===== src/sdsc_pkg.sv =====
`timescale 1ns / 1ps
`default_nettype none

package sdsc_pkg;

    localparam int CW         = 16;
    localparam int RADW       = 15;
    localparam int DW         = 16;
    localparam int VW         = CW + 1;
    localparam int AW         = 2 * VW;
    localparam int BW         = 2 * VW + 2;
    localparam int MW         = 30;
    localparam int ACCW       = 2 * MW;
    localparam int GUARD      = 8;
    localparam int SCALE_SH   = 2 * GUARD;
    localparam int NW         = 54;
    localparam int REMW       = 30;
    localparam int LW         = 25;
    localparam int PW         = 28;
    localparam int QW         = 27;
    localparam int SW         = 29;
    localparam int SQRT_STEPS = NW / 2;
    localparam int DIV_STEPS  = NW;
    localparam int CNTW       = 6;

    typedef struct packed {
        logic signed [CW-1:0] start_x;
        logic signed [CW-1:0] start_y;
        logic signed [CW-1:0] end_x;
        logic signed [CW-1:0] end_y;
        logic [RADW-1:0]      robot_radius;
        logic [DW-1:0]        max_distance;
    } cfg_t;

    typedef enum logic [4:0] {
        CMD_NONE,
        CMD_A0,
        CMD_A1,
        CMD_B0,
        CMD_B1,
        CMD_D0,
        CMD_D1,
        CMD_SQA,
        CMD_LEN,
        CMD_DVP,
        CMD_PSET,
        CMD_R0,
        CMD_R1,
        CMD_R2,
        CMD_SQQ,
        CMD_QSET,
        CMD_SSEL,
        CMD_X0,
        CMD_DX,
        CMD_XSET,
        CMD_Y0,
        CMD_DY,
        CMD_YSET,
        CMD_UPD,
        CMD_EMIT
    } cmd_t;

    typedef struct packed {
        logic a_zero;
        logic q2_neg;
        logic take;
        logic iter_busy;
    } dp_status_t;

    typedef struct packed {
        logic start_sqrt;
        logic start_div;
    } iter_ctl_t;

endpackage

`default_nettype wire


===== src/sdsc_iter.sv =====
`timescale 1ns / 1ps
`default_nettype none

module sdsc_iter import sdsc_pkg::*; (
    input  logic          aclk,
    input  logic          aresetn,
    input  iter_ctl_t     ctl,
    input  logic [NW-1:0] num,
    input  logic [LW-1:0] den,
    output logic          busy,
    output logic [NW-1:0] res
);

    logic [NW-1:0]   work_reg;
    logic [NW-1:0]   res_reg;
    logic [REMW-1:0] rem_reg;
    logic [LW-1:0]   den_reg;
    logic [CNTW-1:0] cnt_reg;
    logic            sqrt_reg;
    logic            busy_reg;

    logic [REMW-1:0] sq_rem;
    logic [REMW-1:0] sq_trial;
    logic [REMW-1:0] dv_rem;
    logic [REMW-1:0] dv_den;
    logic            step_ge;
    logic [REMW-1:0] rem_next;
    logic [NW-1:0]   work_next;

    always_comb begin
        sq_rem   = {rem_reg[REMW-3:0], work_reg[NW-1 -: 2]};
        sq_trial = {res_reg[REMW-3:0], 2'b01};
        dv_rem   = {rem_reg[REMW-2:0], work_reg[NW-1]};
        dv_den   = REMW'(den_reg);
        if (sqrt_reg) begin
            step_ge   = sq_rem >= sq_trial;
            rem_next  = step_ge ? sq_rem - sq_trial : sq_rem;
            work_next = {work_reg[NW-3:0], 2'b00};
        end else begin
            step_ge   = dv_rem >= dv_den;
            rem_next  = step_ge ? dv_rem - dv_den : dv_rem;
            work_next = {work_reg[NW-2:0], 1'b0};
        end
    end

    always_ff @(posedge aclk) begin
        if (!aresetn) begin
            busy_reg <= 1'b0;
        end else if (ctl.start_sqrt || ctl.start_div) begin
            work_reg <= num;
            den_reg  <= den;
            res_reg  <= '0;
            rem_reg  <= '0;
            sqrt_reg <= ctl.start_sqrt;
            cnt_reg  <= ctl.start_sqrt ? CNTW'(SQRT_STEPS - 1) : CNTW'(DIV_STEPS - 1);
            busy_reg <= 1'b1;
        end else if (busy_reg) begin
            work_reg <= work_next;
            rem_reg  <= rem_next;
            res_reg  <= {res_reg[NW-2:0], step_ge};
            cnt_reg  <= cnt_reg - 1'b1;
            if (cnt_reg == '0) begin
                busy_reg <= 1'b0;
            end
        end
    end

    assign busy = busy_reg;
    assign res  = res_reg;

endmodule

`default_nettype wire


===== src/sdsc_datapath.sv =====
`timescale 1ns / 1ps
`default_nettype none

module sdsc_datapath import sdsc_pkg::*; (
    input  logic                 aclk,
    input  logic                 aresetn,
    input  cfg_t                 cfg,
    input  logic                 clear_scan,
    input  logic [DW-1:0]        clear_value,
    input  logic                 load,
    input  logic signed [CW-1:0] obstacle_x,
    input  logic signed [CW-1:0] obstacle_y,
    input  cmd_t                 cmd,
    output dp_status_t           status,
    output logic                 hit,
    output logic [DW-1:0]        min_distance,
    output logic signed [CW-1:0] point_x,
    output logic signed [CW-1:0] point_y
);

    logic signed [VW-1:0]   vx_reg, vy_reg, dx_reg, dy_reg;
    logic signed [ACCW-1:0] acc_reg;
    logic [AW-1:0]          a_reg;
    logic signed [BW-1:0]   bh_reg;
    logic [AW-1:0]          d2_reg;
    logic [LW-1:0]          len_reg;
    logic signed [PW-1:0]   p_reg;
    logic signed [NW-1:0]   q2_reg;
    logic [QW-1:0]          q_reg;
    logic [LW-1:0]          s_reg;
    logic [DW-1:0]          dist_reg;
    logic                   take_reg;
    logic                   neg_reg;
    logic signed [CW-1:0]   px_reg, py_reg;
    logic [DW-1:0]          best_dist_reg;
    logic signed [CW-1:0]   best_x_reg, best_y_reg;
    logic                   out_hit_reg;
    logic [DW-1:0]          out_dist_reg;
    logic signed [CW-1:0]   out_x_reg, out_y_reg;

    logic signed [MW-1:0]   mul_a, mul_b;
    logic signed [ACCW-1:0] prod;
    logic signed [ACCW-1:0] acc_sum;
    logic signed [BW-1:0]   bh_abs;
    logic signed [ACCW-1:0] acc_abs;
    logic [NW-1:0]          half_len;
    logic [NW-1:0]          iter_num;
    iter_ctl_t              iter_ctl;
    logic                   iter_busy;
    logic [NW-1:0]          iter_res;
    logic signed [PW-1:0]   quo, quo_s;
    logic signed [SW-1:0]   p_ext, q_ext, len_ext, s0, s1, s_sel;
    logic                   in0, in1;
    logic [LW:0]            dist_sum;
    logic [DW-1:0]          dist_new;
    logic                   hit_now;

    always_comb begin
        mul_a = '0;
        mul_b = '0;
        case (cmd)
            CMD_A0: begin mul_a = MW'(vx_reg); mul_b = MW'(vx_reg); end
            CMD_A1: begin mul_a = MW'(vy_reg); mul_b = MW'(vy_reg); end
            CMD_B0: begin mul_a = MW'(vx_reg); mul_b = MW'(dx_reg); end
            CMD_B1: begin mul_a = MW'(vy_reg); mul_b = MW'(dy_reg); end
            CMD_D0: begin mul_a = MW'(dx_reg); mul_b = MW'(dx_reg); end
            CMD_D1: begin mul_a = MW'(dy_reg); mul_b = MW'(dy_reg); end
            CMD_R0: begin
                mul_a = $signed(MW'(cfg.robot_radius));
                mul_b = $signed(MW'(cfg.robot_radius));
            end
            CMD_R2: begin mul_a = MW'(p_reg); mul_b = MW'(p_reg); end
            CMD_X0: begin mul_a = MW'(vx_reg); mul_b = $signed(MW'(s_reg)); end
            CMD_Y0: begin mul_a = MW'(vy_reg); mul_b = $signed(MW'(s_reg)); end
            default: ;
        endcase
    end

    assign prod    = mul_a * mul_b;
    assign acc_sum = acc_reg + prod;
    assign bh_abs  = bh_reg[BW-1] ? -bh_reg : bh_reg;
    assign acc_abs = acc_reg[ACCW-1] ? -acc_reg : acc_reg;
    assign half_len = NW'(len_reg >> 1);

    always_comb begin
        case (cmd)
            CMD_SQA: iter_num = NW'({a_reg, {SCALE_SH{1'b0}}});
            CMD_SQQ: iter_num = q2_reg;
            CMD_DVP: iter_num = NW'({bh_abs[BW-2:0], {SCALE_SH{1'b0}}}) + half_len;
            CMD_DX,
            CMD_DY:  iter_num = acc_abs[NW-1:0] + half_len;
            default: iter_num = '0;
        endcase
        iter_ctl.start_sqrt = (cmd == CMD_SQA) || (cmd == CMD_SQQ);
        iter_ctl.start_div  = (cmd == CMD_DVP) || (cmd == CMD_DX) || (cmd == CMD_DY);
    end

    sdsc_iter u_iter (
        .aclk    (aclk),
        .aresetn (aresetn),
        .ctl     (iter_ctl),
        .num     (iter_num),
        .den     (len_reg),
        .busy    (iter_busy),
        .res     (iter_res)
    );

    assign quo   = $signed(iter_res[PW-1:0]);
    assign quo_s = neg_reg ? -quo : quo;

    always_comb begin
        p_ext    = SW'(p_reg);
        q_ext    = $signed(SW'(q_reg));
        len_ext  = $signed(SW'(len_reg));
        s0       = p_ext - q_ext;
        s1       = p_ext + q_ext;
        in0      = !s0[SW-1] && (s0 <= len_ext);
        in1      = !s1[SW-1] && (s1 <= len_ext);
        s_sel    = in0 ? s0 : s1;
        dist_sum = {1'b0, s_sel[LW-1:0]} + (LW+1)'(1 << (GUARD - 1));
        dist_new = (dist_sum[LW:GUARD+DW] != '0) ? '1 : dist_sum[GUARD+DW-1:GUARD];
    end

    assign hit_now = best_dist_reg != cfg.max_distance;

    always_ff @(posedge aclk) begin
        if (!aresetn) begin
            best_dist_reg <= '1;
            best_x_reg    <= '0;
            best_y_reg    <= '0;
        end else if (clear_scan) begin
            best_dist_reg <= clear_value;
            best_x_reg    <= '0;
            best_y_reg    <= '0;
        end else if (cmd == CMD_UPD) begin
            best_dist_reg <= dist_reg;
            best_x_reg    <= px_reg;
            best_y_reg    <= py_reg;
        end else if (cmd == CMD_EMIT) begin
            best_dist_reg <= cfg.max_distance;
            best_x_reg    <= '0;
            best_y_reg    <= '0;
        end
    end

    always_ff @(posedge aclk) begin
        if (load) begin
            vx_reg <= VW'(cfg.end_x) - VW'(cfg.start_x);
            vy_reg <= VW'(cfg.end_y) - VW'(cfg.start_y);
            dx_reg <= VW'(cfg.start_x) - VW'(obstacle_x);
            dy_reg <= VW'(cfg.start_y) - VW'(obstacle_y);
        end
        case (cmd)
            CMD_A0, CMD_B0, CMD_D0, CMD_R0, CMD_X0, CMD_Y0: acc_reg <= prod;
            CMD_A1: a_reg  <= acc_sum[AW-1:0];
            CMD_B1: bh_reg <= acc_sum[BW-1:0];
            CMD_D1: d2_reg <= acc_sum[AW-1:0];
            CMD_LEN: len_reg <= iter_res[LW-1:0];
            CMD_DVP: neg_reg <= !bh_reg[BW-1];
            CMD_DX, CMD_DY: neg_reg <= acc_reg[ACCW-1];
            CMD_PSET: p_reg <= quo_s;
            CMD_R1: acc_reg <= (acc_reg - $signed(ACCW'(d2_reg))) <<< SCALE_SH;
            CMD_R2: q2_reg <= acc_sum[NW-1:0];
            CMD_QSET: q_reg <= iter_res[QW-1:0];
            CMD_SSEL: begin
                s_reg    <= s_sel[LW-1:0];
                dist_reg <= dist_new;
                take_reg <= (in0 || in1) && (dist_new < best_dist_reg);
            end
            CMD_XSET: px_reg <= cfg.start_x + quo_s[CW-1:0];
            CMD_YSET: py_reg <= cfg.start_y + quo_s[CW-1:0];
            CMD_EMIT: begin
                out_hit_reg  <= hit_now;
                out_dist_reg <= best_dist_reg;
                out_x_reg    <= hit_now ? best_x_reg : '0;
                out_y_reg    <= hit_now ? best_y_reg : '0;
            end
            default: ;
        endcase
    end

    assign status.a_zero    = a_reg == '0;
    assign status.q2_neg    = q2_reg[NW-1];
    assign status.take      = take_reg;
    assign status.iter_busy = iter_busy;

    assign hit          = out_hit_reg;
    assign min_distance = out_dist_reg;
    assign point_x      = out_x_reg;
    assign point_y      = out_y_reg;

endmodule

`default_nettype wire


===== src/sdsc_ctrl.sv =====
`timescale 1ns / 1ps
`default_nettype none

module sdsc_ctrl import sdsc_pkg::*; (
    input  logic       aclk,
    input  logic       aresetn,
    input  logic       s_tvalid,
    input  logic       s_tlast,
    input  logic       m_tready,
    input  dp_status_t status,
    output logic       s_tready,
    output logic       m_tvalid,
    output logic       load,
    output cmd_t       cmd
);

    typedef enum logic [4:0] {
        ST_IDLE, ST_A0, ST_A1, ST_B0, ST_B1, ST_D0, ST_D1,
        ST_SQA, ST_SQA_W, ST_LEN, ST_DVP, ST_DVP_W, ST_PSET,
        ST_R0, ST_R1, ST_R2, ST_SQQ, ST_SQQ_W, ST_QSET, ST_SSEL,
        ST_X0, ST_DX, ST_DX_W, ST_XSET, ST_Y0, ST_DY, ST_DY_W,
        ST_YSET, ST_UPD, ST_FIN, ST_EMIT
    } state_t;

    state_t state_reg, state_next;
    logic   last_reg;
    logic   m_tvalid_reg, m_tvalid_next;
    logic   out_free;

    assign s_tready = state_reg == ST_IDLE;
    assign load     = s_tvalid && s_tready;
    assign out_free = !m_tvalid_reg || m_tready;

    always_comb begin
        state_next    = state_reg;
        cmd           = CMD_NONE;
        m_tvalid_next = m_tvalid_reg && !m_tready;
        unique case (state_reg)
            ST_IDLE:  if (load) state_next = ST_A0;
            ST_A0:    begin cmd = CMD_A0; state_next = ST_A1; end
            ST_A1:    begin cmd = CMD_A1; state_next = ST_B0; end
            ST_B0: begin
                if (status.a_zero) begin
                    state_next = ST_FIN;
                end else begin
                    cmd = CMD_B0;
                    state_next = ST_B1;
                end
            end
            ST_B1:    begin cmd = CMD_B1; state_next = ST_D0; end
            ST_D0:    begin cmd = CMD_D0; state_next = ST_D1; end
            ST_D1:    begin cmd = CMD_D1; state_next = ST_SQA; end
            ST_SQA:   begin cmd = CMD_SQA; state_next = ST_SQA_W; end
            ST_SQA_W: if (!status.iter_busy) state_next = ST_LEN;
            ST_LEN:   begin cmd = CMD_LEN; state_next = ST_DVP; end
            ST_DVP:   begin cmd = CMD_DVP; state_next = ST_DVP_W; end
            ST_DVP_W: if (!status.iter_busy) state_next = ST_PSET;
            ST_PSET:  begin cmd = CMD_PSET; state_next = ST_R0; end
            ST_R0:    begin cmd = CMD_R0; state_next = ST_R1; end
            ST_R1:    begin cmd = CMD_R1; state_next = ST_R2; end
            ST_R2:    begin cmd = CMD_R2; state_next = ST_SQQ; end
            ST_SQQ: begin
                if (status.q2_neg) begin
                    state_next = ST_FIN;
                end else begin
                    cmd = CMD_SQQ;
                    state_next = ST_SQQ_W;
                end
            end
            ST_SQQ_W: if (!status.iter_busy) state_next = ST_QSET;
            ST_QSET:  begin cmd = CMD_QSET; state_next = ST_SSEL; end
            ST_SSEL:  begin cmd = CMD_SSEL; state_next = ST_X0; end
            ST_X0: begin
                if (!status.take) begin
                    state_next = ST_FIN;
                end else begin
                    cmd = CMD_X0;
                    state_next = ST_DX;
                end
            end
            ST_DX:    begin cmd = CMD_DX; state_next = ST_DX_W; end
            ST_DX_W:  if (!status.iter_busy) state_next = ST_XSET;
            ST_XSET:  begin cmd = CMD_XSET; state_next = ST_Y0; end
            ST_Y0:    begin cmd = CMD_Y0; state_next = ST_DY; end
            ST_DY:    begin cmd = CMD_DY; state_next = ST_DY_W; end
            ST_DY_W:  if (!status.iter_busy) state_next = ST_YSET;
            ST_YSET:  begin cmd = CMD_YSET; state_next = ST_UPD; end
            ST_UPD:   begin cmd = CMD_UPD; state_next = ST_FIN; end
            ST_FIN:   state_next = last_reg ? ST_EMIT : ST_IDLE;
            ST_EMIT: begin
                if (out_free) begin
                    cmd = CMD_EMIT;
                    m_tvalid_next = 1'b1;
                    state_next = ST_IDLE;
                end
            end
            default:  state_next = ST_IDLE;
        endcase
    end

    always_ff @(posedge aclk) begin
        if (!aresetn) begin
            state_reg    <= ST_IDLE;
            m_tvalid_reg <= 1'b0;
            last_reg     <= 1'b0;
        end else begin
            state_reg    <= state_next;
            m_tvalid_reg <= m_tvalid_next;
            if (load) begin
                last_reg <= s_tlast;
            end
        end
    end

    assign m_tvalid = m_tvalid_reg;

endmodule

`default_nettype wire


===== src/swept_disc_segment_clearance.sv =====
// channel   dir  handshake              payload
// s_        in   s_tvalid / s_tready    s_tdata = obstacle_x, obstacle_y; s_tlast = last_point
// m_        out  m_tvalid / m_tready    m_tdata = min_distance, point_x, point_y; m_tuser = hit
// apb       in   psel, penable, pready  paddr = 4 * register index, pwdata, prdata
//
// one item at a time; an item ends early for a zero-length path, when there is no real
// root, or when the contact is off the path or not closer; a new closest hit runs the
// whole sequence, and the last item of a scan also emits the result
// square roots and divisions share one bit-serial unit: 27 steps per square root, 54 per
// division, each followed by a state that takes the result
// reset is synchronous active low and loads the register defaults and an empty scan
// a finished result waits in the output register while the next item is taken; the next
// result stalls until that one is accepted
`timescale 1ns / 1ps
`default_nettype none

module swept_disc_segment_clearance import sdsc_pkg::*; (
    input  logic        aclk,
    input  logic        aresetn,
    input  logic        s_tvalid,
    output logic        s_tready,
    input  logic [31:0] s_tdata,   // obstacle_x, obstacle_y
    input  logic        s_tlast,
    output logic        m_tvalid,
    input  logic        m_tready,
    output logic [47:0] m_tdata,   // min_distance, point_x, point_y
    output logic        m_tuser,   // hit
    input  logic        psel,
    input  logic        penable,
    input  logic        pwrite,
    input  logic [4:0]  paddr,
    input  logic [31:0] pwdata,
    output logic [31:0] prdata,
    output logic        pready
);

    localparam logic [2:0] REG_START_X      = 3'd0;
    localparam logic [2:0] REG_START_Y      = 3'd1;
    localparam logic [2:0] REG_END_X        = 3'd2;
    localparam logic [2:0] REG_END_Y        = 3'd3;
    localparam logic [2:0] REG_ROBOT_RADIUS = 3'd4;
    localparam logic [2:0] REG_MAX_DISTANCE = 3'd5;

    cfg_t                 cfg_reg;
    logic [2:0]           reg_idx;
    logic                 cfg_wr;
    logic                 clear_scan;
    cmd_t                 cmd;
    dp_status_t           status;
    logic                 load;
    logic                 hit;
    logic [DW-1:0]        min_distance;
    logic signed [CW-1:0] point_x, point_y;

    assign pready     = 1'b1;
    assign reg_idx    = paddr[4:2];
    assign cfg_wr     = psel && penable && pwrite && pready;
    assign clear_scan = cfg_wr && (reg_idx == REG_MAX_DISTANCE);

    always_ff @(posedge aclk) begin
        if (!aresetn) begin
            cfg_reg.start_x      <= '0;
            cfg_reg.start_y      <= '0;
            cfg_reg.end_x        <= '0;
            cfg_reg.end_y        <= '0;
            cfg_reg.robot_radius <= '0;
            cfg_reg.max_distance <= '1;
        end else if (cfg_wr) begin
            unique case (reg_idx)
                REG_START_X:      cfg_reg.start_x      <= pwdata[CW-1:0];
                REG_START_Y:      cfg_reg.start_y      <= pwdata[CW-1:0];
                REG_END_X:        cfg_reg.end_x        <= pwdata[CW-1:0];
                REG_END_Y:        cfg_reg.end_y        <= pwdata[CW-1:0];
                REG_ROBOT_RADIUS: cfg_reg.robot_radius <= pwdata[RADW-1:0];
                REG_MAX_DISTANCE: cfg_reg.max_distance <= pwdata[DW-1:0];
                default: ;
            endcase
        end
    end

    always_comb begin
        unique case (reg_idx)
            REG_START_X:      prdata = 32'(cfg_reg.start_x[CW-1:0]);
            REG_START_Y:      prdata = 32'(cfg_reg.start_y[CW-1:0]);
            REG_END_X:        prdata = 32'(cfg_reg.end_x[CW-1:0]);
            REG_END_Y:        prdata = 32'(cfg_reg.end_y[CW-1:0]);
            REG_ROBOT_RADIUS: prdata = 32'(cfg_reg.robot_radius);
            REG_MAX_DISTANCE: prdata = 32'(cfg_reg.max_distance);
            default:          prdata = '0;
        endcase
    end

    sdsc_ctrl u_ctrl (
        .aclk     (aclk),
        .aresetn  (aresetn),
        .s_tvalid (s_tvalid),
        .s_tlast  (s_tlast),
        .m_tready (m_tready),
        .status   (status),
        .s_tready (s_tready),
        .m_tvalid (m_tvalid),
        .load     (load),
        .cmd      (cmd)
    );

    sdsc_datapath u_dp (
        .aclk         (aclk),
        .aresetn      (aresetn),
        .cfg          (cfg_reg),
        .clear_scan   (clear_scan),
        .clear_value  (pwdata[DW-1:0]),
        .load         (load),
        .obstacle_x   ($signed(s_tdata[CW-1:0])),
        .obstacle_y   ($signed(s_tdata[2*CW-1:CW])),
        .cmd          (cmd),
        .status       (status),
        .hit          (hit),
        .min_distance (min_distance),
        .point_x      (point_x),
        .point_y      (point_y)
    );

    assign m_tdata = {point_y, point_x, min_distance};
    assign m_tuser = hit;

endmodule

`default_nettype wire


===== config.mk =====
export PLATFORM = sky130hd
export DESIGN_NAME = swept_disc_segment_clearance
export DESIGN_NICKNAME = d
export VERILOG_FILES = /design/src/sdsc_pkg.sv /design/src/sdsc_iter.sv /design/src/sdsc_datapath.sv /design/src/sdsc_ctrl.sv /design/src/swept_disc_segment_clearance.sv
export SDC_FILE = /design/constraint.sdc
export NUM_CORES = 2
export LEC_CHECK = 0
export BUFFER_PORTS_ARGS = -buffer_cell sky130_fd_sc_hd__buf_2
export CAP_MARGIN = 0
export CORE_MARGIN = 2
export CORE_UTILIZATION = 60
export DETAILED_ROUTE_END_ITERATION = 6
export GPL_TIMING_DRIVEN = 0
export PLACE_DENSITY = 0.75
export SLEW_MARGIN = 20
export SYNTH_ARGS = -nofsm -noshare
export SYNTH_HDL_FRONTEND = slang
export SYNTH_HIERARCHICAL = 1
export SYNTH_SLANG_ARGS = --single-unit

===== constraint.sdc =====
create_clock -name aclk -period 29.4 [get_ports aclk]
set_input_delay 4.41 -clock aclk [delete_from_list [all_inputs] [get_ports aclk]]
set_output_delay 4.41 -clock aclk [all_outputs]
set_load 0.1 [all_outputs]

==> impl_metrics.py <==
metrics = {
    "global_route": {
        "grt_pass1_vias": 70700,
        "antenna_found_initial": 13,
        "grt_pass1_wl_mm": 455.0,
        "grtUsageTotal_pct": 42.55,
        "grt_max_degree": 57,
        "overflow": 0,
    },
    "die": {
        "fp.dieW_um": 379.6,
        "placementRows": 137,
        "pin_count": 161,
        "die_h_um": 379.6,
        "coreArea_sq_mm": 0.1397,
        "start_util_pct": 60.60,
        "dieArea_sq_mm": 0.1441,
    },
    "sta": {
        "setup_viol": 0,
        "skew_ns": 0.03922,
        "finalSetupTns_ns": 0,
        "slew_headroom_pct": 11.65,
        "rsz0062_at_grt": "false",
        "max_freq_ghz": 0.04827,
        "drv_slew": 0,
        "fin_crit_ns": 20.72,
        "hold_viol_final": 0,
        "worst_pin_slew_ns": 1.321,
        "fin_crit_sh_pct": 70.47,
    },
    "clock_tree": {
        "postCtsHoldBufs": 0,
        "clock_latency_ns": 0.71,
        "clk_pin_slew_ns": 0.06,
        "cts_root_buf": "clkbuf_16",
        "post-cts-setup-buffer-count": 0,
        "cts_buffers": 82,
        "cts-resized-gates": 0,
        "cts_tree": "done",
        "clockBufferDepth": 3,
        "cts_sinks": 779,
        "htree_levels": 3,
    },
    "critical_path": {
        "reg2reg_depth": 54,
        "required_ns": 29.84,
        "cp.depth": 50,
        "crit_type": "input pin to register",
        "cp_slowest_cell": "a2111oi_1",
        "slowest_delay_ns": 0.86,
        "crit_path_start_kind": "input pin",
        "arrival_ns": 21.16,
        "crit_family": "compound AO/OA/AOI/OAI gates",
        "crit_top_cell": "fa_1",
        "path_max_fanout": 10,
        "worst-path-buf-inv": 12,
        "end_kind": "register",
    },
    "detailed_routing": {
        "wl_per_cell_um": 27.57,
        "wl_mm": 311.2,
        "vias": 71950,
        "drc_errors": 9,
        "ant_nets": 0,
        "avgViaCountPerCell": 6.372,
        "firstDrtPassIters": 7,
        "drt_iter0_drc": 8888,
    },
    "hold_path": {
        "hold_class": "register to register",
        "hold_depth": 2,
    },
    "status": {
        "status": "finished, violations left",
        "violations": "DRC",
    },
    "finish": {
        "synthToLayoutAreaGrowth_pct": 7.938,
        "largest_reg_flops": 95,
        "drive_gt1_share_pct": 6.105,
        "final_nets": 10910,
    },
    "yosys": {
        "synth.avg_cell_area_sq_um": 9.339,
        "netlist_area_sq_mm": 0.08466,
        "ys_warn_count": 6,
        "synthCells": 9065,
    },
    "placement": {
        "port_buffers": 125,
        "finalWeightedCongestion": 1.071,
        "dp_hpwl_mm": 254.0,
    },
    "run": {
        "max_cap_viol_count": 0,
    },
}
path summary, 6_finish.rpt:
path,slack (ns),to,start
max reg2reg,10.93,u_dp/q2_reg[50],u_dp/a_reg[8]
min,0.49,cfg_reg[53],cfg_reg[53]
min reg2reg,0.49,cfg_reg[53],cfg_reg[53]
max,8.68,u_dp/q2_reg[50],m_tready
final cells by class:
cell class / instances / area [sq um]
Antenna cell: 12 / 30.03
Buffer: 396 / 1680
Clock buffer: 105 / 2260
Clock inverter: 46 / 605.6
Fill cell: 11500 / 48330
Inverter: 1409 / 5289
Multi-Input combinational cell: 6496 / 56140
Sequential cell: 779 / 21880
Tap cell: 1876 / 2347
Timing Repair Buffer: 171 / 1146
metrics by stage:
stage               cell area (sq um)  hold slack, ns  util, %  setup slack, ns  instances
CTS                             91310          0.4843    65.36            9.239      11280
finish                          91380          0.4880    65.41            8.682      11290
detailed placement              88440          0.4723    63.31            8.574      11130
global route                    91350          0.5096    65.39            8.117      11280
global placement                87690          0.4643    62.77            6.035      11080
floorplan                       84710          0.4433        -            11.78       9080
tightest hold or removal path, cell delays in order, from the launching register on:
cell and delay (ns):
dfxtp_1 0.32, nand2_1 0.06, mux2i_1 0.06
cells in the final DEF (no fill, tap or decap), types with 48 or more instances in the layout:
master        n
o21bai_1     56
a211oi_1     58
clkbuf_16    83
xnor2_1     331
nor3_1       99
nand3_1     103
o31ai_1      52
nand2_1     963
dfxtp_1     151
a21o_1      153
inv_1      1405
a21oi_1     393
mux2i_1     186
and2_1       86
nand2b_1     85
and3_1       48
o21ai_0     364
edfxtp_1    628
fa_1        923
nor2b_1      74
xor2_1      170
o21a_1       59
nor2_1      711
a22oi_1     107
clkbuf_1    307
ha_1        569
o211ai_1     57
buf_2       173
layer usage:
| layer | vias up | part of all wire [%] | GRT usage, % | wire (um) |
|---|---|---|---|---|
| met5 | - | 0.041 | 0.1653 | 127 |
| met4 | 16 | 6.3 | 21.59 | 19460 |
| met3 | 917 | 13 | 12.44 | 40290 |
| met2 | 4699 | 42 | 62.14 | 130500 |
| met1 | 35290 | 39 | 57.69 | 120800 |
| li1 | 31020 | - | - | - |
Power is left out: the tool's default activity adds up to more than one toggle a clock period on the data nets, which glitch-free logic cannot reach.
